`config.mk`:
```
export PLATFORM = sky130hd
export DESIGN_NAME = ppp_frame_receive_check_flat
export DESIGN_NICKNAME = d
export VERILOG_FILES = /design/src/pfrc_pkg.sv /design/src/pfrc_ifs.sv /design/src/pfrc_core.sv /design/src/pfrc_outq.sv /design/src/ppp_frame_receive_check.sv /design/src/flat_wrapper.sv
export SDC_FILE = /design/constraint.sdc
export NUM_CORES = 1
export LEC_CHECK = 0
export ABC_AREA = 1
export ABC_CLOCK_PERIOD_IN_PS = 9900
export BUFFER_PORTS_ARGS = -buffer_cell sky130_fd_sc_hd__buf_2
export CAP_MARGIN = 20
export CORE_UTILIZATION = 47
export DETAILED_ROUTE_END_ITERATION = 10
export HOLD_SLACK_MARGIN = 0.03
export SLEW_MARGIN = 10
export SYNTH_ARGS = -nofsm -noshare
export SYNTH_HDL_FRONTEND = slang
export SYNTH_SLANG_ARGS = --single-unit
```
`constraint.sdc`:
```
create_clock -name clk -period 9.9 [get_ports clk]
set_clock_uncertainty 0.1 [all_clocks]
set_input_delay 0.99 -clock clk [delete_from_list [all_inputs] [get_ports clk]]
set_output_delay 0.99 -clock clk [all_outputs]
set_load 0.02 [all_outputs]
```
`src/pfrc_pkg.sv`:
```
// Shared types, constants and helper functions for the PPP frame receive checker.
// Used by the parsing core, the result queue and the top level.
`default_nettype none

package pfrc_pkg;

  localparam logic [15:0] FCS_INIT = 16'hffff;
  localparam logic [15:0] FCS_GOOD = 16'hf0b8;
  localparam logic [15:0] FCS_POLY = 16'h8408;
  localparam logic [7:0]  HDR_ADDR = 8'hff;
  localparam logic [7:0]  HDR_CTRL = 8'h03;

  localparam int unsigned QUEUE_DEPTH = 4;
  localparam int unsigned QPTR_W      = $clog2(QUEUE_DEPTH);
  localparam int unsigned QCNT_W      = $clog2(QUEUE_DEPTH + 1);

  localparam logic [1:0] REG_SYNC_MODE          = 2'd0;
  localparam logic [1:0] REG_ADDR_CTRL_COMPRESS = 2'd1;
  localparam logic [1:0] REG_PROTO_COMPRESS     = 2'd2;

  typedef enum logic [2:0] {
    PH_FIRST  = 3'd0,
    PH_CTRL   = 3'd1,
    PH_LOOK   = 3'd2,
    PH_PROTO  = 3'd3,
    PH_PROTO2 = 3'd4,
    PH_BODY   = 3'd5,
    PH_DROP   = 3'd6
  } phase_t;

  typedef enum logic [2:0] {
    ST_OK      = 3'd0,
    ST_BADFCS  = 3'd1,
    ST_SHORT   = 3'd2,
    ST_BADADDR = 3'd3,
    ST_BADCTRL = 3'd4
  } status_t;

  typedef struct packed {
    logic sync_mode;
    logic addr_ctrl_compress;
    logic proto_compress;
  } cfg_t;

  typedef struct packed {
    logic [7:0]  out_byte;
    logic        is_status;
    logic [2:0]  frame_status;
    logic [15:0] protocol;
  } res_t;

  typedef struct packed {
    logic en_a;
    logic en_b;
    res_t a;
    res_t b;
  } push_t;

  typedef struct packed {
    phase_t      phase;
    logic [15:0] acc;
    logic        emit;
  } pfeed_t;

  function automatic logic [15:0] fcs_step(logic [15:0] fcs, logic [7:0] b);
    logic [15:0] v;
    v = fcs ^ {8'h00, b};
    for (int i = 0; i < 8; i++) begin
      v = v[0] ? ((v >> 1) ^ FCS_POLY) : (v >> 1);
    end
    return v;
  endfunction

  function automatic pfeed_t proto_feed(phase_t ph, logic [15:0] acc, logic pc,
                                        logic [7:0] b);
    pfeed_t r;
    r.phase = ph;
    r.acc   = acc;
    r.emit  = 1'b0;
    case (ph)
      PH_PROTO: begin
        if (pc) begin
          r.acc = {acc[7:0], b};
          if (b[0]) begin
            r.phase = PH_BODY;
          end
        end else begin
          r.acc   = {b, 8'h00};
          r.phase = PH_PROTO2;
        end
      end
      PH_PROTO2: begin
        r.acc   = acc | {8'h00, b};
        r.phase = PH_BODY;
      end
      PH_BODY: begin
        r.emit = 1'b1;
      end
      default: begin
      end
    endcase
    return r;
  endfunction

endpackage

`default_nettype wire

```
`src/pfrc_ifs.sv`:
```
// Handshake interfaces for the byte input channel and the result channel.
// Both carry valid, ready and the word's payload; no package dependency.
`default_nettype none

interface pfrc_in_if;
  logic       valid;
  logic       ready;
  logic [7:0] data_byte;
  logic       last_byte;
  modport source (output valid, output data_byte, output last_byte, input ready);
  modport sink   (input valid, input data_byte, input last_byte, output ready);
endinterface

interface pfrc_out_if;
  logic        valid;
  logic        ready;
  logic [7:0]  out_byte;
  logic        is_status;
  logic [2:0]  frame_status;
  logic [15:0] protocol;
  modport source (output valid, output out_byte, output is_status, output frame_status,
                  output protocol, input ready);
  modport sink   (input valid, input out_byte, input is_status, input frame_status,
                  input protocol, output ready);
endinterface

`default_nettype wire

```
`src/pfrc_core.sv`:
```
// Frame state, FCS register, FCS holdback and header/protocol parsing.
// Depends on pfrc_pkg and pfrc_in_if; hands up to two results per word to the queue.
`default_nettype none

module pfrc_core
  import pfrc_pkg::*;
(
  input  wire logic  clk,
  input  wire logic  rst_n,
  input  wire cfg_t  cfg,
  input  wire logic  space_ok,
  pfrc_in_if.sink    in_ch,
  output push_t      push
);

  logic [15:0] fcs_r, fcs_nxt;
  logic [7:0]  hb0_r, hb0_nxt, hb1_r, hb1_nxt;
  logic [1:0]  hb_cnt_r, hb_cnt_nxt;
  phase_t      phase_r, phase_nxt;
  logic [7:0]  look_r, look_nxt;
  logic [15:0] proto_r, proto_nxt;
  logic [1:0]  body_r, body_nxt;
  status_t     herr_r, herr_nxt;

  logic        accept;
  logic [7:0]  b;
  logic        last;
  logic        feed_en;
  logic [7:0]  feed_b;
  logic        emit;
  status_t     st;
  pfeed_t      pf_a, pf_b, pf_c;

  assign in_ch.ready = space_ok;
  assign accept      = in_ch.valid && space_ok;
  assign b           = in_ch.data_byte;
  assign last        = in_ch.last_byte;

  always_comb begin
    feed_en = 1'b0;
    feed_b  = hb0_r;
    if (cfg.sync_mode) begin
      feed_en = 1'b1;
      feed_b  = b;
    end else if (!last) begin
      feed_en = (hb_cnt_r == 2'd2);
    end else begin
      feed_en = (hb_cnt_r == 2'd2);
    end
  end

  assign pf_a = proto_feed(PH_PROTO, proto_r, cfg.proto_compress, look_r);
  assign pf_b = proto_feed(pf_a.phase, pf_a.acc, cfg.proto_compress, feed_b);
  assign pf_c = proto_feed(phase_r, proto_r, cfg.proto_compress, feed_b);

  always_comb begin
    fcs_nxt    = fcs_r;
    hb0_nxt    = hb0_r;
    hb1_nxt    = hb1_r;
    hb_cnt_nxt = hb_cnt_r;
    phase_nxt  = phase_r;
    look_nxt   = look_r;
    proto_nxt  = proto_r;
    body_nxt   = body_r;
    herr_nxt   = herr_r;
    emit       = 1'b0;
    st         = ST_OK;
    push       = '0;

    if (accept) begin
      fcs_nxt = fcs_step(fcs_r, b);

      if (!cfg.sync_mode && !last) begin
        if (hb_cnt_r == 2'd0) begin
          hb0_nxt    = b;
          hb_cnt_nxt = 2'd1;
        end else if (hb_cnt_r == 2'd1) begin
          hb1_nxt    = b;
          hb_cnt_nxt = 2'd2;
        end else begin
          hb0_nxt = hb1_r;
          hb1_nxt = b;
        end
      end

      if (feed_en) begin
        if (body_r != 2'd2) begin
          body_nxt = body_r + 2'd1;
        end
        case (phase_r)
          PH_FIRST: begin
            if (cfg.addr_ctrl_compress) begin
              look_nxt  = feed_b;
              phase_nxt = PH_LOOK;
            end else if (feed_b != HDR_ADDR) begin
              herr_nxt  = ST_BADADDR;
              phase_nxt = PH_DROP;
            end else begin
              phase_nxt = PH_CTRL;
            end
          end
          PH_CTRL: begin
            if (feed_b != HDR_CTRL) begin
              herr_nxt  = ST_BADCTRL;
              phase_nxt = PH_DROP;
            end else begin
              phase_nxt = PH_PROTO;
            end
          end
          PH_LOOK: begin
            phase_nxt = PH_PROTO;
            if (!(look_r == HDR_ADDR && feed_b == HDR_CTRL)) begin
              phase_nxt = pf_b.phase;
              proto_nxt = pf_b.acc;
              emit      = pf_b.emit;
            end
          end
          PH_PROTO, PH_PROTO2, PH_BODY: begin
            phase_nxt = pf_c.phase;
            proto_nxt = pf_c.acc;
            emit      = pf_c.emit;
          end
          default: begin
          end
        endcase
      end

      if (!cfg.sync_mode && fcs_nxt != FCS_GOOD) begin
        st = ST_BADFCS;
      end else if (body_nxt != 2'd2) begin
        st = ST_SHORT;
      end else if (herr_nxt != ST_OK) begin
        st = herr_nxt;
      end else if (phase_nxt != PH_BODY) begin
        st = ST_SHORT;
      end else begin
        st = ST_OK;
      end

      if (emit) begin
        push.en_a       = 1'b1;
        push.a.out_byte = feed_b;
        if (last) begin
          push.en_b           = 1'b1;
          push.b.is_status    = 1'b1;
          push.b.frame_status = st;
          push.b.protocol     = (phase_nxt == PH_BODY) ? proto_nxt : 16'h0000;
        end
      end else if (last) begin
        push.en_a           = 1'b1;
        push.a.is_status    = 1'b1;
        push.a.frame_status = st;
        push.a.protocol     = (phase_nxt == PH_BODY) ? proto_nxt : 16'h0000;
      end

      if (last) begin
        fcs_nxt    = FCS_INIT;
        hb0_nxt    = 8'h00;
        hb1_nxt    = 8'h00;
        hb_cnt_nxt = 2'd0;
        phase_nxt  = PH_FIRST;
        look_nxt   = 8'h00;
        proto_nxt  = 16'h0000;
        body_nxt   = 2'd0;
        herr_nxt   = ST_OK;
      end
    end
  end

  always_ff @(posedge clk) begin
    if (!rst_n) begin
      fcs_r    <= FCS_INIT;
      hb0_r    <= 8'h00;
      hb1_r    <= 8'h00;
      hb_cnt_r <= 2'd0;
      phase_r  <= PH_FIRST;
      look_r   <= 8'h00;
      proto_r  <= 16'h0000;
      body_r   <= 2'd0;
      herr_r   <= ST_OK;
    end else begin
      fcs_r    <= fcs_nxt;
      hb0_r    <= hb0_nxt;
      hb1_r    <= hb1_nxt;
      hb_cnt_r <= hb_cnt_nxt;
      phase_r  <= phase_nxt;
      look_r   <= look_nxt;
      proto_r  <= proto_nxt;
      body_r   <= body_nxt;
      herr_r   <= herr_nxt;
    end
  end

endmodule

`default_nettype wire

```
`src/pfrc_outq.sv`:
```
// Small result queue that takes up to two results a cycle and releases one.
// Depends on pfrc_pkg and pfrc_out_if; its fill level sets the input ready.
`default_nettype none

module pfrc_outq
  import pfrc_pkg::*;
(
  input  wire logic  clk,
  input  wire logic  rst_n,
  input  wire push_t push,
  output logic       space_ok,
  pfrc_out_if.source out_ch
);

  res_t              q_r [QUEUE_DEPTH];
  logic [QPTR_W-1:0] wr_ptr_r, wr_ptr_nxt, rd_ptr_r, rd_ptr_nxt;
  logic [QCNT_W-1:0] cnt_r, cnt_nxt;
  logic              pop;
  logic [QCNT_W-1:0] n_push;
  res_t              head;

  assign head                = q_r[rd_ptr_r];
  assign out_ch.valid        = (cnt_r != '0);
  assign out_ch.out_byte     = head.out_byte;
  assign out_ch.is_status    = head.is_status;
  assign out_ch.frame_status = head.frame_status;
  assign out_ch.protocol     = head.protocol;

  assign space_ok = (cnt_r <= QCNT_W'(QUEUE_DEPTH - 2));
  assign pop      = out_ch.valid && out_ch.ready;
  assign n_push   = QCNT_W'(push.en_a) + QCNT_W'(push.en_b);

  always_comb begin
    wr_ptr_nxt = wr_ptr_r + QPTR_W'(n_push);
    rd_ptr_nxt = rd_ptr_r + QPTR_W'(pop);
    cnt_nxt    = cnt_r + n_push - QCNT_W'(pop);
  end

  always_ff @(posedge clk) begin
    if (push.en_a) begin
      q_r[wr_ptr_r] <= push.a;
    end
    if (push.en_b) begin
      q_r[wr_ptr_r + QPTR_W'(1)] <= push.b;
    end
  end

  always_ff @(posedge clk) begin
    if (!rst_n) begin
      wr_ptr_r <= '0;
      rd_ptr_r <= '0;
      cnt_r    <= '0;
    end else begin
      wr_ptr_r <= wr_ptr_nxt;
      rd_ptr_r <= rd_ptr_nxt;
      cnt_r    <= cnt_nxt;
    end
  end

endmodule

`default_nettype wire

```
`src/ppp_frame_receive_check.sv`:
```
// PPP frame receive checker: FCS-16 check, header strip and protocol parse.
// A word's results are written into the registered result queue, which drives the result channel.
// Throughput: one byte word per cycle; a frame's last word may add a status word, so the
// four-entry result queue, which sets ready, paces the input at the result rate.
// Reset: synchronous and active low; clears the configuration, frame state and queue.
// Depends on pfrc_pkg, pfrc_ifs, pfrc_core and pfrc_outq.
`default_nettype none

module ppp_frame_receive_check
  import pfrc_pkg::*;
(
  input  wire logic       clk,
  input  wire logic       rst_n,
  pfrc_in_if.sink         in_ch,
  pfrc_out_if.source      out_ch,
  input  wire logic       cfg_we,
  input  wire logic [1:0] cfg_index,
  input  wire logic       cfg_data
);

  cfg_t  cfg_r, cfg_nxt;
  push_t push;
  logic  space_ok;

  always_comb begin
    cfg_nxt = cfg_r;
    if (cfg_we) begin
      case (cfg_index)
        REG_SYNC_MODE:          cfg_nxt.sync_mode          = cfg_data;
        REG_ADDR_CTRL_COMPRESS: cfg_nxt.addr_ctrl_compress = cfg_data;
        REG_PROTO_COMPRESS:     cfg_nxt.proto_compress     = cfg_data;
        default: begin
        end
      endcase
    end
  end

  always_ff @(posedge clk) begin
    if (!rst_n) begin
      cfg_r <= '0;
    end else begin
      cfg_r <= cfg_nxt;
    end
  end

  pfrc_core u_core (
    .clk      (clk),
    .rst_n    (rst_n),
    .cfg      (cfg_r),
    .space_ok (space_ok),
    .in_ch    (in_ch),
    .push     (push)
  );

  pfrc_outq u_outq (
    .clk      (clk),
    .rst_n    (rst_n),
    .push     (push),
    .space_ok (space_ok),
    .out_ch   (out_ch)
  );

endmodule

`default_nettype wire
```
`src/flat_wrapper.sv`:
```
// flat-port wrapper written by rule: the top's interface ports become plain ports
module ppp_frame_receive_check_flat import pfrc_pkg::*;
  (clk, rst_n, cfg_we, cfg_index, cfg_data, in_ch_valid, in_ch_data_byte, in_ch_last_byte, in_ch_ready, out_ch_valid, out_ch_out_byte, out_ch_is_status, out_ch_frame_status, out_ch_protocol, out_ch_ready);
  pfrc_in_if in_ch_i ();
  pfrc_out_if out_ch_i ();
  input  wire logic clk;
  input  wire logic rst_n;
  input  wire logic cfg_we;
  input  wire logic [1:0] cfg_index;
  input  wire logic cfg_data;
  input wire logic [$bits(in_ch_i.valid)-1:0] in_ch_valid;
  input wire logic [$bits(in_ch_i.data_byte)-1:0] in_ch_data_byte;
  input wire logic [$bits(in_ch_i.last_byte)-1:0] in_ch_last_byte;
  output wire logic [$bits(in_ch_i.ready)-1:0] in_ch_ready;
  output wire logic [$bits(out_ch_i.valid)-1:0] out_ch_valid;
  output wire logic [$bits(out_ch_i.out_byte)-1:0] out_ch_out_byte;
  output wire logic [$bits(out_ch_i.is_status)-1:0] out_ch_is_status;
  output wire logic [$bits(out_ch_i.frame_status)-1:0] out_ch_frame_status;
  output wire logic [$bits(out_ch_i.protocol)-1:0] out_ch_protocol;
  input wire logic [$bits(out_ch_i.ready)-1:0] out_ch_ready;
  assign in_ch_i.valid = in_ch_valid;
  assign in_ch_i.data_byte = in_ch_data_byte;
  assign in_ch_i.last_byte = in_ch_last_byte;
  assign in_ch_ready = in_ch_i.ready;
  assign out_ch_valid = out_ch_i.valid;
  assign out_ch_out_byte = out_ch_i.out_byte;
  assign out_ch_is_status = out_ch_i.is_status;
  assign out_ch_frame_status = out_ch_i.frame_status;
  assign out_ch_protocol = out_ch_i.protocol;
  assign out_ch_i.ready = out_ch_ready;
  ppp_frame_receive_check u_core (.clk(clk), .rst_n(rst_n), .in_ch(in_ch_i), .out_ch(out_ch_i), .cfg_we(cfg_we), .cfg_index(cfg_index), .cfg_data(cfg_data));
endmodule
```
==> Word-level counts from Yosys, hierarchy flattened <==
Memory sizes are Yosys's and may differ from the RTL's. A register that Yosys moved wholly into a read port is not among the register bits.
Index checks and enable logic that the tools add are counted.
{ "word_totals": {"mem_count": 1, "inputBits": 17, "ramBits": 112, "out_inout_bits": 30, "wordCells": 164, "regBits": 76} }
{ "memory_table": {"columns": ["memory", "words", "width", "read_ports", "rd_clocked_by_memory_dff", "write_ports", "line_no", "source"], "rows": [
  ["u_core.u_outq.q_r", 4, 28, 1, 1, 2, "pfrc_outq.sv:15", "res_t q_r [QUEUE_DEPTH];"]
]} }
{ "classes": {"n_bitwise": 11, "muxes": 81, "order_cmp": 1, "eq_ne": 23, "n_reduce_logical": 25, "addsub": 7} }
{ "op_table": {"columns": ["operator", "n"], "rows": [
  ["16-bit two-way mux", 13],
  ["8-bit two-way mux", 12],
  ["20-bit two-way mux", 4],
  ["19-bit case mux with 2 select lines", 2],
  ["19-bit two-way mux", 3],
  ["3-bit two-way mux", 19],
  ["16-bit by 8-bit bitwise OR with 16-bit output", 2],
  ["16-bit case mux with 2 select lines", 1],
  ["30-bit two-way mux", 1],
  ["2-bit inverter with 3-bit output", 8],
  ["2-bit two-way mux", 10],
  ["16-bit != test, second input constant", 1],
  ["16-bit by 8-bit XOR with 16-bit output", 1],
  ["3-bit == test, second input constant", 5],
  ["1-bit two-way mux", 12],
  ["3-bit case mux with 4 select lines", 1],
  ["3-bit by 2-bit == test with 1-bit output, second input constant", 3],
  ["9-bit two-way mux", 1],
  ["3-bit AND reduction", 3],
  ["3-bit nonzero test", 3],
  ["8-bit by 2-bit == test with 1-bit output, second input constant", 1],
  ["8-bit == test, second input constant", 1],
  ["8-bit by 2-bit != test with 1-bit output, second input constant", 1],
  ["8-bit != test, second input constant", 1],
  ["other kinds (22)", 39]
]} }

==> Longest topological paths before layout <==
Gate-level depths: netlist of the first run.
{ "depth": {"word_depth": 26, "ltp_mapped": 20, "mapped_depth_nobuf": 19} }

==> By module <==
Synthesis of the first run repeated with hierarchy kept, for this count alone.
{ "hier_totals": {"cells_unflattened": 1405, "area_unflattened_um2": 11000.6} }
{ "modules_own_cells": {"columns": ["module", "n_inst", "area_per_inst_um2", "cells_per_inst", "seq_area_each_um2"], "rows": [
  ["pfrc_outq", 1, 6311.1, 666, 3503.4],
  ["pfrc_core", 1, 4549.4, 716, 1321.3],
  ["ppp_frame_receive_check", 1, 140.1, 23, 60.1]
]} }

==> Worst setup path after synthesis of the first run <==
OpenSTA, ideal clock, no wires.
{ "synth_path": {"path_type": "input-to-reg", "startpoint": "in in_ch_data_byte[7]", "endpoint": "reg u_core.u_outq.cnt_r[2]", "stages": 19, "required_ns": 9.680, "path_slack_ns": 6.264, "n_path_buf": 0, "arrival_ns": 3.416, "setup_ns": 0.120, "path_cell_list": "inv_1 nand2_1 nand2_2 nand2_2 nor2_2 nand3_4 nand3_4 o21ai_4 nand3_2 nand2_2 ha_1 inv_1 ha_1 inv_1 ha_1 fa_1 xor2_1 o21ai_0 a21oi_1"} }
{ "synth_between": {"elab_chain_len": 12, "word_cells_on_any_way": 13, "classes_between": "3 x add/sub; 1 x eq/ne; 8 x mux; 1 x reduce/logical"} }
{ "synth_lines": {"columns": ["item", "line_no", "source"], "rows": [
  ["from (decl)", "flat_wrapper.sv:12", "input wire logic [$bits(in_ch_i.data_byte)-1:0] in_ch_data_byte;"],
  ["8-bit two-way mux (*)", "pfrc_core.sv:42", "if (cfg.sync_mode) begin"],
  ["8-bit by 2-bit == test with 1-bit output (*)", "pfrc_core.sv:112", "if (!(look_r == HDR_ADDR && feed_b == HDR_CTRL)) begin"],
  ["1-bit logical AND (*)", "pfrc_core.sv:112", null],
  ["1-bit two-way mux (*)", "pfrc_core.sv:112", null],
  ["1-bit case mux with 2 select lines (*)", "pfrc_core.sv:90", "case (phase_r)"],
  ["1-bit two-way mux (*)", "pfrc_core.sv:86", "if (feed_en) begin"],
  ["1-bit two-way mux (*)", "pfrc_core.sv:70", "if (accept) begin"],
  ["1-bit two-way mux or 9-bit two-way mux (tied branches)", "pfrc_core.sv:140", "if (emit) begin"],
  ["30-bit two-way mux (*)", "pfrc_core.sv:70", null],
  ["1-bit by 1-bit adder with 2-bit output (*)", "pfrc_outq.sv:31", "assign n_push = QCNT_W'(push.en_a) + QCNT_W'(push.en_b);"],
  ["3-bit by 2-bit adder with 3-bit output (*)", "pfrc_outq.sv:36", "cnt_nxt = cnt_r + n_push - QCNT_W'(pop);"],
  ["3-bit by 1-bit subtractor with 3-bit output (*)", "pfrc_outq.sv:36", null],
  ["to (signal assigned)", "pfrc_outq.sv:56", "cnt_r <= cnt_nxt;"],
  ["to (decl)", "pfrc_outq.sv:17", "logic [QCNT_W-1:0] cnt_r, cnt_nxt;"]
]} }
Every way passes the cells marked *; elsewhere a longest branch is shown, timed or not. The select of a mux whose other input is x is not followed.
A chain may end at the register's enable or synchronous reset.

==> Worst setup path in the final report of the first run <==
{ "layout_path": {"startpoint": "reg u_core.cfg_r[2] in the netlist's numbering", "endpoint": "reg u_core.u_outq.cnt_r[2]"} }
{ "layout_between": {"elab_chain_len": 12, "word_cells_on_any_way": 14, "classes_between": "3 x add/sub; 1 x eq/ne; 9 x mux; 1 x reduce/logical"} }
{ "layout_lines": {"columns": ["item", "line_no", "source"], "rows": [
  ["from (decl)", "ppp_frame_receive_check.sv:21", "cfg_t cfg_r, cfg_nxt;"],
  ["from (signal assigned)", "ppp_frame_receive_check.sv:42", "cfg_r <= cfg_nxt;"],
  ["8-bit two-way mux", "pfrc_core.sv:42", null],
  ["8-bit by 2-bit == test with 1-bit output", "pfrc_core.sv:112", null],
  ["1-bit logical AND", "pfrc_core.sv:112", null],
  ["1-bit two-way mux", "pfrc_core.sv:112", null],
  ["1-bit case mux with 2 select lines", "pfrc_core.sv:90", null],
  ["1-bit two-way mux (*)", "pfrc_core.sv:86", null],
  ["1-bit two-way mux (*)", "pfrc_core.sv:70", null],
  ["1-bit two-way mux or 9-bit two-way mux (tied branches)", "pfrc_core.sv:140", null],
  ["30-bit two-way mux (*)", "pfrc_core.sv:70", null],
  ["1-bit by 1-bit adder with 2-bit output (*)", "pfrc_outq.sv:31", null],
  ["3-bit by 2-bit adder with 3-bit output (*)", "pfrc_outq.sv:36", null],
  ["3-bit by 1-bit subtractor with 3-bit output (*)", "pfrc_outq.sv:36", null]
]} }
Marked as above.

==> results of run 1 <==
-- registers in the layout (all words and copies together) (netlist names) --
name / cells
u_core.cfg_r: 3
u_core.u_core.body_r: 2
u_core.u_core.fcs_r: 16
u_core.u_core.hb0_r: 8
u_core.u_core.hb1_r: 8
u_core.u_core.hb_cnt_r: 2
u_core.u_core.herr_r: 3
u_core.u_core.look_r: 8
u_core.u_core.phase_r: 3
u_core.u_core.proto_r: 16
u_core.u_outq.cnt_r: 3
u_core.u_outq.q_r: 112
u_core.u_outq.rd_ptr_r: 2
u_core.u_outq.wr_ptr_r: 2
-- kinds of logic (layout without fill, tap and decap cells) --
group | after synthesis | after routing | share of synthesized area
XOR/XNOR | 22 | 22 | 0.02009
buffers and inverters | 158 | 189 | 0.07162
AND/OR/NAND/NOR | 556 | 556 | 0.2527
AO/OA/AOI/OAI | 292 | 292 | 0.1684
adder cells (fa/ha/maj) | 8 | 8 | 0.01122
flip-flops | 188 | 188 | 0.4759
-- worst max-delay path by stage --
| stage | from | end | cells past startpoint |
|---|---|---|---|
| final | u_core.cfg_r[2] | u_core.u_outq.cnt_r[2] | 19 |
| after global routing | u_core.cfg_r[2] | u_core.u_outq.cnt_r[2] | 19 |
| after CTS | u_core.cfg_r[2] | u_core.u_outq.cnt_r[2] | 19 |
| after detailed placement | in_ch_valid | u_core.u_outq.cnt_r[2] | 15 |
| after global placement | in_ch_valid | u_core.u_outq.cnt_r[2] | 15 |
| after floorplan | in_ch_data_byte[7] | u_core.u_outq.cnt_r[2] | 19 |
-- final cells by class --
type | count | area, sq um
inverters | 102 | 392.9
clock inverters | 15 | 183.9
well taps | 265 | 331.6
clock buffers | 17 | 425.4
flip-flops and latches | 188 | 4566
fillers | 1889 | 9174
multi-input cells | 878 | 4342
repair buffers | 55 | 302.8
-- power groups by stage --
| stage | Combinational (uW) | Clock, uW | Sequential (uW) |
|---|---|---|---|
| CTS | 713 | 703 | 900 |
| detailed placement | 710 | 0 | 917 |
| finish | 709 | 692 | 900 |
| floorplan | 522 | 0 | 908 |
| global placement | 704 | 0 | 917 |
| global route | 792 | 731 | 908 |
-- stage by stage --
| step | total power (uW) | area, sq um | std cells | setup slack [ns] | utilization |
|---|---|---|---|---|---|
| 2_1_floorplan | 1430 | 9590 | 1224 | 6.264 | - |
| 3_3_place_gp | 1620 | 9915 | 1486 | 5.617 | 0.5028 |
| 3_5_place_dp | 1628 | 9915 | 1486 | 5.539 | 0.5028 |
| 4_1_cts | 2316 | 10520 | 1518 | 5.985 | 0.5337 |
| 5_1_grt | 2431 | 10540 | 1520 | 5.672 | 0.5347 |
| 6_report | 2300 | 10540 | 1520 | 5.954 | 0.5347 |
-- worst reg2reg max path: cells and delay by family, from the launching register on --
family          cells  cell delay [ns]
flops               1             0.78
simple gates        8             1.11
xor+xnor            1             0.18
fa+ha+maj           4             1.01
buf+inv             3             0.34
compound gates      3             0.37
-- cells in the final DEF, fill, tap and decap left out, drive strengths merged, types with 36 or more instances in the layout --
| master | instances |
|---|---|
| nand2 | 304 |
| nor2 | 170 |
| o21ai | 140 |
| dfxtp | 108 |
| inv | 107 |
| a21oi | 94 |
| edfxtp | 80 |
| nand3 | 64 |
| buf | 55 |
| o22ai | 36 |
-- per-layer routing --
metal | wire length, um | vias up | GRT usage | part of all wire
li1 | - | 4113 | - | -
met1 | 11700 | 3714 | 0.3317 | 0.47
met2 | 11220 | 229 | 0.3995 | 0.46
met3 | 1182 | 40 | 0.04113 | 0.048
met4 | 563 | 0 | 0.08698 | 0.023
met5 | 0 | - | 0 | 0
==> impl_metrics.env, run 1 <==
export IMPL_path_clk_slew_ns=0.07
export IMPL_ctsHoldBuffers=0
export IMPL_syn_to_final_growth_pct=9.942
export IMPL_cts_buffers=17
export IMPL_crit_top_cell="ha_1"
export IMPL_rows=51
export IMPL_synth_edff_count=80
export IMPL_yosysWarnings=0
export IMPL_port_buffers=46
export IMPL_yosysSeqAreaShare=0.4759
export IMPL_hold_class="flop to flop"
export IMPL_syn_inst=1224
export IMPL_synth_top_area_cell="edfxtp_1"
export IMPL_antenna_found_initial=0
export IMPL_synth_top_area_share=0.2505
export IMPL_setup_viol=0
export IMPL_drtAntennaViolNets=0
export IMPL_r2r_slack_ns=5.95
export IMPL_core_sq_um=19720
export IMPL_drive_above_1_share=0.1203
export IMPL_leakage_uw=0.004078
export IMPL_drv_slew=0
export IMPL_synthArstFlopShare=0
export IMPL_n_antenna_cell=0
export IMPL_internal_power_uw=1417
export IMPL_cts_resized=0
export IMPL_die_area_sq_um=20980
export IMPL_slowest_stage="dfxtp_1"
export IMPL_whs_ns=0.3594
export IMPL_reg2reg_to="u_core.u_outq.cnt_r[2]"
export IMPL_outcome="complete, no violations"
export IMPL_synth_common_cells="nand2_1, nor2_1, o21ai_0, dfxtp_1, a21oi_1"
export IMPL_path_cells="inv_2 > nand2_1 > nand2_1 > nand2_2 > nor2_2 > nand3_4 > nand3_4 > o21ai_4 > nand3_2 > nand2_2 > ha_1 > inv_1 > ha_1 > inv_1 > ha_1 > fa_1 > xor2_1 > o21ai_0 > a21oi_1"
export IMPL_netlist_cell_type_count=44
export IMPL_p_sw_uw=883.9
export IMPL_fmax_mhz=253.5
export IMPL_die_w_um=144.8
export IMPL_crit_family="simple AND/OR/NAND/NOR gates"
export IMPL_root_buffer="clkbuf_16"
export IMPL_worst_setup_path_end_kind="flop"
export IMPL_drt_initial_drc_count=675
export IMPL_tns_ns=0
export IMPL_grt_start_max_net_pins=60
export IMPL_vias=8096
export IMPL_rsz0062_at_grt="no"
export IMPL_cp_start_kind="flop"
export IMPL_synth_flop_cell="dfxtp_1"
export IMPL_fin_nets=1267
export IMPL_r2r_worst_path_cells=19
export IMPL_cts_tree="done"
export IMPL_holdPathStages=2
export IMPL_grt_pass1_vias=7384
export IMPL_arrival_ns=4.21
export IMPL_combinationalPowerShare=0.308
export IMPL_wirelength_um=24670
export IMPL_hold_viol=0
export IMPL_peakVddDrop_mv=0.1195
export IMPL_ios=47
export IMPL_vias_per_cell=5.326
export IMPL_start_util=0.4864
export IMPL_gr_total_overflow=0
export IMPL_firstDrtPassIters=6
export IMPL_critPathMaxStageDelay_ns=0.78
export IMPL_hold_end="u_core.u_outq.q_r[1][23]"
export IMPL_grt_pass1_wl_um=39310
export IMPL_htree_levels=4
export IMPL_period_share=0.3985
export IMPL_drc=0
export IMPL_synth_area_sq_um=9590
export IMPL_syn_num_nets=1249
export IMPL_cts_setup_buffers=0
export IMPL_detail_route_wl_per_cell_um=16.23
export IMPL_synthTopCellsByArea="edfxtp_1, dfxtp_1, nand2_1, o21ai_0, nor2_1"
export IMPL_clk_path_buf_depth=2
export IMPL_clock_sinks=188
export IMPL_switching_share=0.3842
export IMPL_slew_headroom=0.3671
export IMPL_crit_type="flop to flop"
export IMPL_power_frac_clock=0.301
export IMPL_syn_avg_cell_area_sq_um=7.835
export IMPL_r2r_start="u_core.cfg_r[2]"
export IMPL_clk_latency_ns=0.44
export IMPL_crit_fanout=21
export IMPL_worstPathRequired_ns=10.16
export IMPL_seqPwrFrac=0.391
export IMPL_worst_pin_slew_ns=0.9471
export IMPL_grt_util_all_layers=0.2465
export IMPL_powerDensity_nw_per_um2=218.2
export IMPL_hold_start="u_core.u_outq.q_r[1][23]"
export IMPL_dp_hpwl_um=16650
export IMPL_place_gp_congestion=0.9244
export IMPL_drv_cap=0
export IMPL_dieHeight_um=144.8
export IMPL_ys_ff_latch=188
export IMPL_yosys_cell_count_top_type="nand2_1"
export IMPL_path_buf_inv=3
export IMPL_finalCriticalPeriod_ns=3.946
Note: power is estimated with default switching activity, not from simulation.
==> run 2, diff against run 1 <==
- ABC_CLOCK_PERIOD_IN_PS: 9900 -> 3640
- clock period: 9.9 -> 3.64 ns (I/O delays scaled with it)
==> run 2 against run 1 <==
Against the previous run: first-iteration DRC count decreased by 5.8%; sequential share of layout area decreased by 0.38 points; combinational power increased to 2.8 times the previous value; power increased to 2.7 times the previous value; die area unchanged; maximum frequency increased by 17%; critical endpoint unchanged; core utilization increased by 0.48 points; clock-buffer cell count unchanged; clock power increased to 2.7 times the previous value; final cell count increased by 0.92%.
==> impl_metrics.env, run 2 (synthesized netlist as in run 1, its figures left out) <==
export IMPL_place_gp_congestion=0.8936
export IMPL_hold_end="u_core.cfg_r[1]"
export IMPL_regMostFlops="u_core.u_outq.q_r"
export IMPL_cts_tree="done"
export IMPL_arrival_ns=3.58
export IMPL_drt_initial_drc_count=636
export IMPL_slew_headroom=0.3104
export IMPL_leakage_uw=0.004147
export IMPL_grt_util_all_layers=0.2547
export IMPL_grt_pass1_wl_um=40800
export IMPL_crit_type="flop to flop"
export IMPL_clk_path_buf_depth=2
export IMPL_slowest_stage="dfxtp_1"
export IMPL_die_area_sq_um=20980
export IMPL_htree_levels=4
export IMPL_critPathMaxStageDelay_ns=0.39
export IMPL_final_cells=1534
export IMPL_path_cells="buf_4 > nand2_1 > nand2_2 > nand2_2 > nor2_2 > nand3_4 > nand3_4 > o21ai_4 > nand3_2 > nand2_2 > ha_1 > inv_1 > ha_1 > inv_1 > ha_1 > fa_1 > xor2_1 > o21ai_0 > a21oi_1"
export IMPL_vias=8249
export IMPL_drtAntennaViolNets=0
export IMPL_outcome="complete, no violations"
export IMPL_start_util=0.4864
export IMPL_root_buffer="clkbuf_16"
export IMPL_worst_setup_path_end_kind="flop"
export IMPL_firstDrtPassIters=5
export IMPL_cts_resized=0
export IMPL_antenna_found_initial=0
export IMPL_layout_commonest_cell="nand2_1"
export IMPL_n_antenna_cell=0
export IMPL_hold_class="input pin to flop"
export IMPL_cp_start_kind="flop"
export IMPL_path_clk_slew_ns=0.08
export IMPL_hold_viol=0
export IMPL_tns_ns=0
export IMPL_peakVddDrop_mv=0.3564
export IMPL_layout_cells_most_common_list="nand2_1, nor2_1, o21ai_0, dfxtp_1, a21oi_1"
export IMPL_drc=0
export IMPL_grt_start_max_net_pins=60
export IMPL_fin_nets=1281
export IMPL_rsz0062_at_grt="no"
export IMPL_nFillCells=1863
export IMPL_cts_setup_buffers=0
export IMPL_reg2reg_to="u_core.u_outq.cnt_r[2]"
export IMPL_dp_cells=1502
export IMPL_drive_above_1_share=0.1300
export IMPL_core_sq_um=19720
export IMPL_setup_viol=0
export IMPL_crit_fanout=8
export IMPL_ios=47
export IMPL_drv_cap=0
export IMPL_dp_hpwl_um=17120
export IMPL_worstPathRequired_ns=3.86
export IMPL_cts_buffers=17
export IMPL_syn_to_final_growth_pct=10.92
export IMPL_fmax_mhz=297.4
export IMPL_holdPathStages=3
export IMPL_ctsHoldBuffers=0
export IMPL_largestRegisters="u_core.u_outq.q_r (112), u_core.u_core.fcs_r (16), u_core.u_core.proto_r (16)"
export IMPL_r2r_worst_path_cells=19
export IMPL_die_w_um=144.8
export IMPL_hold_start="cfg_index[0]"
export IMPL_gr_total_overflow=0
export IMPL_detail_route_wl_per_cell_um=16.45
export IMPL_wirelength_um=25240
export IMPL_vias_per_cell=5.377
export IMPL_r2r_start="u_core.cfg_r[2]"
export IMPL_largest_reg_flops=112
export IMPL_period_share=0.9238
export IMPL_clock_sinks=188
export IMPL_finalCriticalPeriod_ns=3.362
export IMPL_powerDensity_nw_per_um2=591.8
export IMPL_grt_pass1_vias=7623
export IMPL_rows=51
export IMPL_port_buffers=46
export IMPL_clk_latency_ns=0.44
export IMPL_drv_slew=0
export IMPL_r2r_slack_ns=0.28
export IMPL_dieHeight_um=144.8
export IMPL_worst_pin_slew_ns=1.033
## run 2: how the worst max path moves through the flow
| stage | from | endpoint | slack, ns | cells past startpoint |
|---|---|---|---|---|
| 3_3_place_gp | in_ch_data_byte[3] | u_core.u_outq.cnt_r[2] | 0.36 | 20 |
| 4_1_cts | u_core.cfg_r[2] | u_core.u_outq.cnt_r[2] | 0.27 | 19 |
| 2_1_floorplan | u_core.cfg_r[2] | u_core.u_outq.cnt_r[2] | 0.54 | 19 |
| 6_report | u_core.cfg_r[2] | u_core.u_outq.cnt_r[2] | 0.28 | 19 |
| 5_1_grt | u_core.cfg_r[2] | u_core.u_outq.cnt_r[2] | 0.04 | 19 |
| 3_5_place_dp | u_core.cfg_r[2] | u_core.u_outq.cnt_r[2] | 0.29 | 19 |
## run 2: through the flow
step	power [uW]	setup slack (ns)	utilization	hold slack, ns	cell area, sq um
CTS	6339	0.2695	0.5393	0.1195	10630
floorplan	3888	0.5416	-	0.3360	9590
global placement	4456	0.3586	0.5089	0.3464	10030
detailed placement	4474	0.2871	0.5089	0.3521	10030
finish	6295	0.2775	0.5395	0.1357	10640
global route	6673	0.03652	0.5395	0.1500	10640
## run 2: worst max-delay path, delay by kind of cell (launching register included)
family	cells	cell delay (ns)
DFF	1	0.39
buffers and inverters	3	0.26
AOI/OAI and AO/OA	3	0.29
and+or+nand+nor	8	0.88
adders and majority gates	4	1.18
xor gates and xnor gates	1	0.16
## run 2: cell type report
cell class / instances / area (sq um) / share of cell area
flip-flops and latches: 188 / 4566 / 0.4292
multi-input cells: 878 / 4342 / 0.4081
clock buffers: 17 / 425.4 / 0.03999
repair buffers: 69 / 406.6 / 0.03823
inverters: 102 / 392.9 / 0.03693
well taps: 265 / 331.6 / 0.03117
clock inverters: 15 / 173.9 / 0.01635
## run 2: metal layers
metal / share of wire / track usage
met1: 0.48 / 0.3556
met2: 0.46 / 0.4071
met3: 0.046 / 0.03982
met4: 0.012 / 0.07202
met5: 0 / 0
## run 2: report_power, final
part	total (uW)	switching [uW]	leakage, uW	internal (uW)
clock	1880	942	0.000294	935
combinational	1970	1390	0.00225	580
sequential	2450	88.0	0.00161	2360
==> run 3, diff against run 2 <==
- ABC_AREA: 1 -> not set
==> run 3 against run 2 <==
Against the previous run: area after synthesis shrank 4.6%; worst setup slack gained 0.030 ns; maximum frequency rose by 0.89%; synthesized cell count down 30%; highest routed layer unchanged; final cell count is 22% lower; core utilization increased by 1.5 points; hold slack improved by 0.0056 ns; clock power hardly changed; die area fell by 4.6%; register-to-register slack improved by 0.03 ns; largest power group unchanged; sequential share of layout area rose by 0.64 points; critical path type unchanged; combinational power is 30% lower.
==> impl_metrics.env, run 3 <==
export IMPL_fin_nets=954
export IMPL_power_uw=5669
export IMPL_die_w_um=141.5
export IMPL_cp_start_kind="flop"
export IMPL_setup_viol=0
export IMPL_drv_slew=0
export IMPL_clk_latency_ns=0.44
export IMPL_tns_ns=0
export IMPL_r2r_slack_ns=0.31
export IMPL_fmax_mhz=300.1
export IMPL_detail_route_wl_per_cell_um=19.95
export IMPL_clock_sinks=188
export IMPL_combinationalPowerShare=0.241
export IMPL_ys_ff_latch=188
export IMPL_syn_to_final_growth_pct=14.61
export IMPL_netlist_cell_type_count=67
export IMPL_drc=0
export IMPL_place_gp_congestion=0.9138
export IMPL_syn_avg_cell_area_sq_um=10.62
export IMPL_yosys_cell_count_top_type="nor2_1"
export IMPL_period_share=0.9156
export IMPL_drive_above_1_share=0.1985
export IMPL_synth_top_area_cell="edfxtp_1"
export IMPL_root_buffer="clkbuf_16"
export IMPL_synth_flop_cell="dfxtp_1"
export IMPL_worst_slack_ns=0.3073
export IMPL_finalCriticalPeriod_ns=3.333
export IMPL_syn_num_nets=886
export IMPL_synth_area_sq_um=9148
export IMPL_drtAntennaViolNets=0
export IMPL_wirelength_um=23980
export IMPL_start_util=0.4842
export IMPL_largest_reg_flops=112
export IMPL_dieHeight_um=141.5
export IMPL_leakage_uw=0.003672
export IMPL_ios=47
export IMPL_layout_cells_most_common_list="nor2_1, dfxtp_1, edfxtp_1, nand2_1, buf_4"
export IMPL_rows=50
export IMPL_synth_common_cells="nor2_1, dfxtp_1, edfxtp_1, nand2_1, nor2b_1"
export IMPL_crit_family="adder cells"
export IMPL_worstPathRequired_ns=3.87
export IMPL_synthTopCellsByArea="edfxtp_1, dfxtp_1, mux4_2, nor2_1, mux2i_1"
export IMPL_drt_initial_drc_count=541
export IMPL_yosysSeqAreaShare=0.4990
export IMPL_p_sw_uw=1704
export IMPL_crit_cells=14
export IMPL_port_buffers=46
export IMPL_placed_area_sq_um=9874
export IMPL_crit_path_start="u_core.u_core.hb0_r[7]"
export IMPL_synth_edff_count=80
export IMPL_cts_buffers=17
export IMPL_peakVddDrop_mv=0.3498
export IMPL_cts_tree="done"
export IMPL_clk_path_buf_depth=2
export IMPL_regMostFlops="u_core.u_outq.q_r"
export IMPL_gr_total_overflow=0
export IMPL_hold_viol=0
export IMPL_path_clk_slew_ns=0.07
export IMPL_vias_per_cell=5.808
export IMPL_switching_share=0.3006
export IMPL_path_buf_inv=3
export IMPL_path_cells="nor3_1 > a22o_1 > a311oi_4 > o31ai_1 > inv_1 > ha_1 > inv_1 > ha_1 > inv_1 > ha_1 > fa_1 > xnor2_1 > xnor2_1 > and2_1"
export IMPL_grt_util_all_layers=0.2513
export IMPL_r2r_start="u_core.u_core.hb0_r[7]"
export IMPL_core_sq_um=18890
export IMPL_grt_pass1_vias=6940
export IMPL_worst_setup_path_end_kind="flop"
export IMPL_rsz0062_at_grt="no"
export IMPL_slowest_stage="fa_1"
export IMPL_vias=6981
export IMPL_crit_fanout=4
export IMPL_firstDrtPassIters=5
export IMPL_hold_class="input pin to flop"
export IMPL_synthArstFlopShare=0
export IMPL_reg2reg_to="u_core.u_outq.cnt_r[2]"
export IMPL_n_antenna_cell=0
export IMPL_worst_pin_slew_ns=1.059
export IMPL_cts_setup_buffers=0
export IMPL_largestRegisters="u_core.u_outq.q_r (112), u_core.u_core.fcs_r (16), u_core.u_core.proto_r (16)"
export IMPL_crit_type="flop to flop"
export IMPL_antenna_found_initial=0
export IMPL_yosysWarnings=0
export IMPL_critPathMaxStageDelay_ns=0.38
export IMPL_layout_commonest_cell="nor2_1"
export IMPL_dp_hpwl_um=16920
export IMPL_drv_cap=0
export IMPL_post_place_ws_ns=0.07074
export IMPL_slew_headroom=0.2892
export IMPL_r2r_worst_path_cells=14
export IMPL_outcome="complete, no violations"
export IMPL_cp_endpoint="u_core.u_outq.cnt_r[2]"
export IMPL_synth_top_area_share=0.2626
export IMPL_nFillCells=1648
export IMPL_syn_inst=861
export IMPL_power_frac_clock=0.337
export IMPL_finalCoreUtilization=0.5549
export IMPL_htree_levels=4
export IMPL_ctsHoldBuffers=0
export IMPL_powerDensity_nw_per_um2=540.7
export IMPL_arrival_ns=3.57
export IMPL_die_area_sq_um=20030
export IMPL_grt_pass1_wl_um=38010
export IMPL_internal_power_uw=3965
export IMPL_grt_start_max_net_pins=37
export IMPL_final_area_sq_um=10480
export IMPL_seqPwrFrac=0.421
-- run 3: power groups by stage --
| stage | Combinational, uW | Sequential [uW] | Clock, uW |
|---|---|---|---|
| finish | 1370 | 2390 | 1910 |
| global route | 1500 | 2400 | 2030 |
| CTS | 1380 | 2390 | 1940 |
| detailed placement | 1370 | 2440 | 0 |
| global placement | 1340 | 2430 | 0 |
| floorplan | 1010 | 2410 | 0 |
-- run 3: stage by stage --
step | hold WS [ns] | instances
after floorplan | 0.3254 | 861
after global placement | 0.3380 | 1169
after detailed placement | 0.3508 | 1169
after CTS | 0.1325 | 1201
after global routing | 0.1694 | 1202
final | 0.1414 | 1202
-- run 3: how the worst min path moves through the flow --
stage	from	end	slack [ns]	depth (start not counted)
after global placement	u_core.u_core.proto_r[13]	u_core.u_core.proto_r[13]	0.34	2
final	cfg_data	u_core.cfg_r[1]	0.14	3
after CTS	cfg_data	u_core.cfg_r[1]	0.13	3
after floorplan	u_core.u_core.proto_r[10]	u_core.u_core.proto_r[10]	0.33	2
after detailed placement	u_core.u_core.proto_r[13]	u_core.u_core.proto_r[13]	0.35	2
after global routing	cfg_data	u_core.cfg_r[1]	0.17	3
-- run 3: timing repair --
item	in CTS	in global routing
endpoints found under the hold margin	0	0
gates resized for setup	0	2
endpoints found under the setup margin	0	1
-- run 3: metal layers --
metal  share of wire  track usage  up-vias  routed length (um)
met5               0            0        -                   0
met2            0.49       0.4320      219               11740
met3           0.043      0.03544       32                1030
met1            0.44       0.3223     3455               10630
li1                -            -     3275                   -
met4           0.024      0.09451        0                 571
-- run 3: logic make-up (layout without fill, tap and decap cells) --
group,Yosys count,in the layout,synth area share
compound gates,188,188,0.1487
flops,188,188,0.4990
mux,60,60,0.1049
buf+inv,71,152,0.03146
simple gates,315,315,0.1745
fa+ha+maj,8,8,0.01176
xor+xnor,31,31,0.02968
-- run 3: cell type report --
type / count / area, sq um / area share
Clock buffer: 21 / 440.4 / 0.04201
Tap cell: 260 / 325.3 / 0.03103
Clock inverter: 11 / 160.2 / 0.01528
Sequential cell: 188 / 4567 / 0.4356
Timing Repair Buffer: 96 / 605.6 / 0.05776
Multi-Input combinational cell: 602 / 4295 / 0.4097
Inverter: 24 / 90.09 / 0.008593
-- run 3: worst min-delay path: cells and delay by family --
kind | cells | cell delay (ns)
AND/OR/NAND/NOR | 1 | 0.10
multiplexers | 1 | 0.07
buffers and inverters | 1 | 0.11
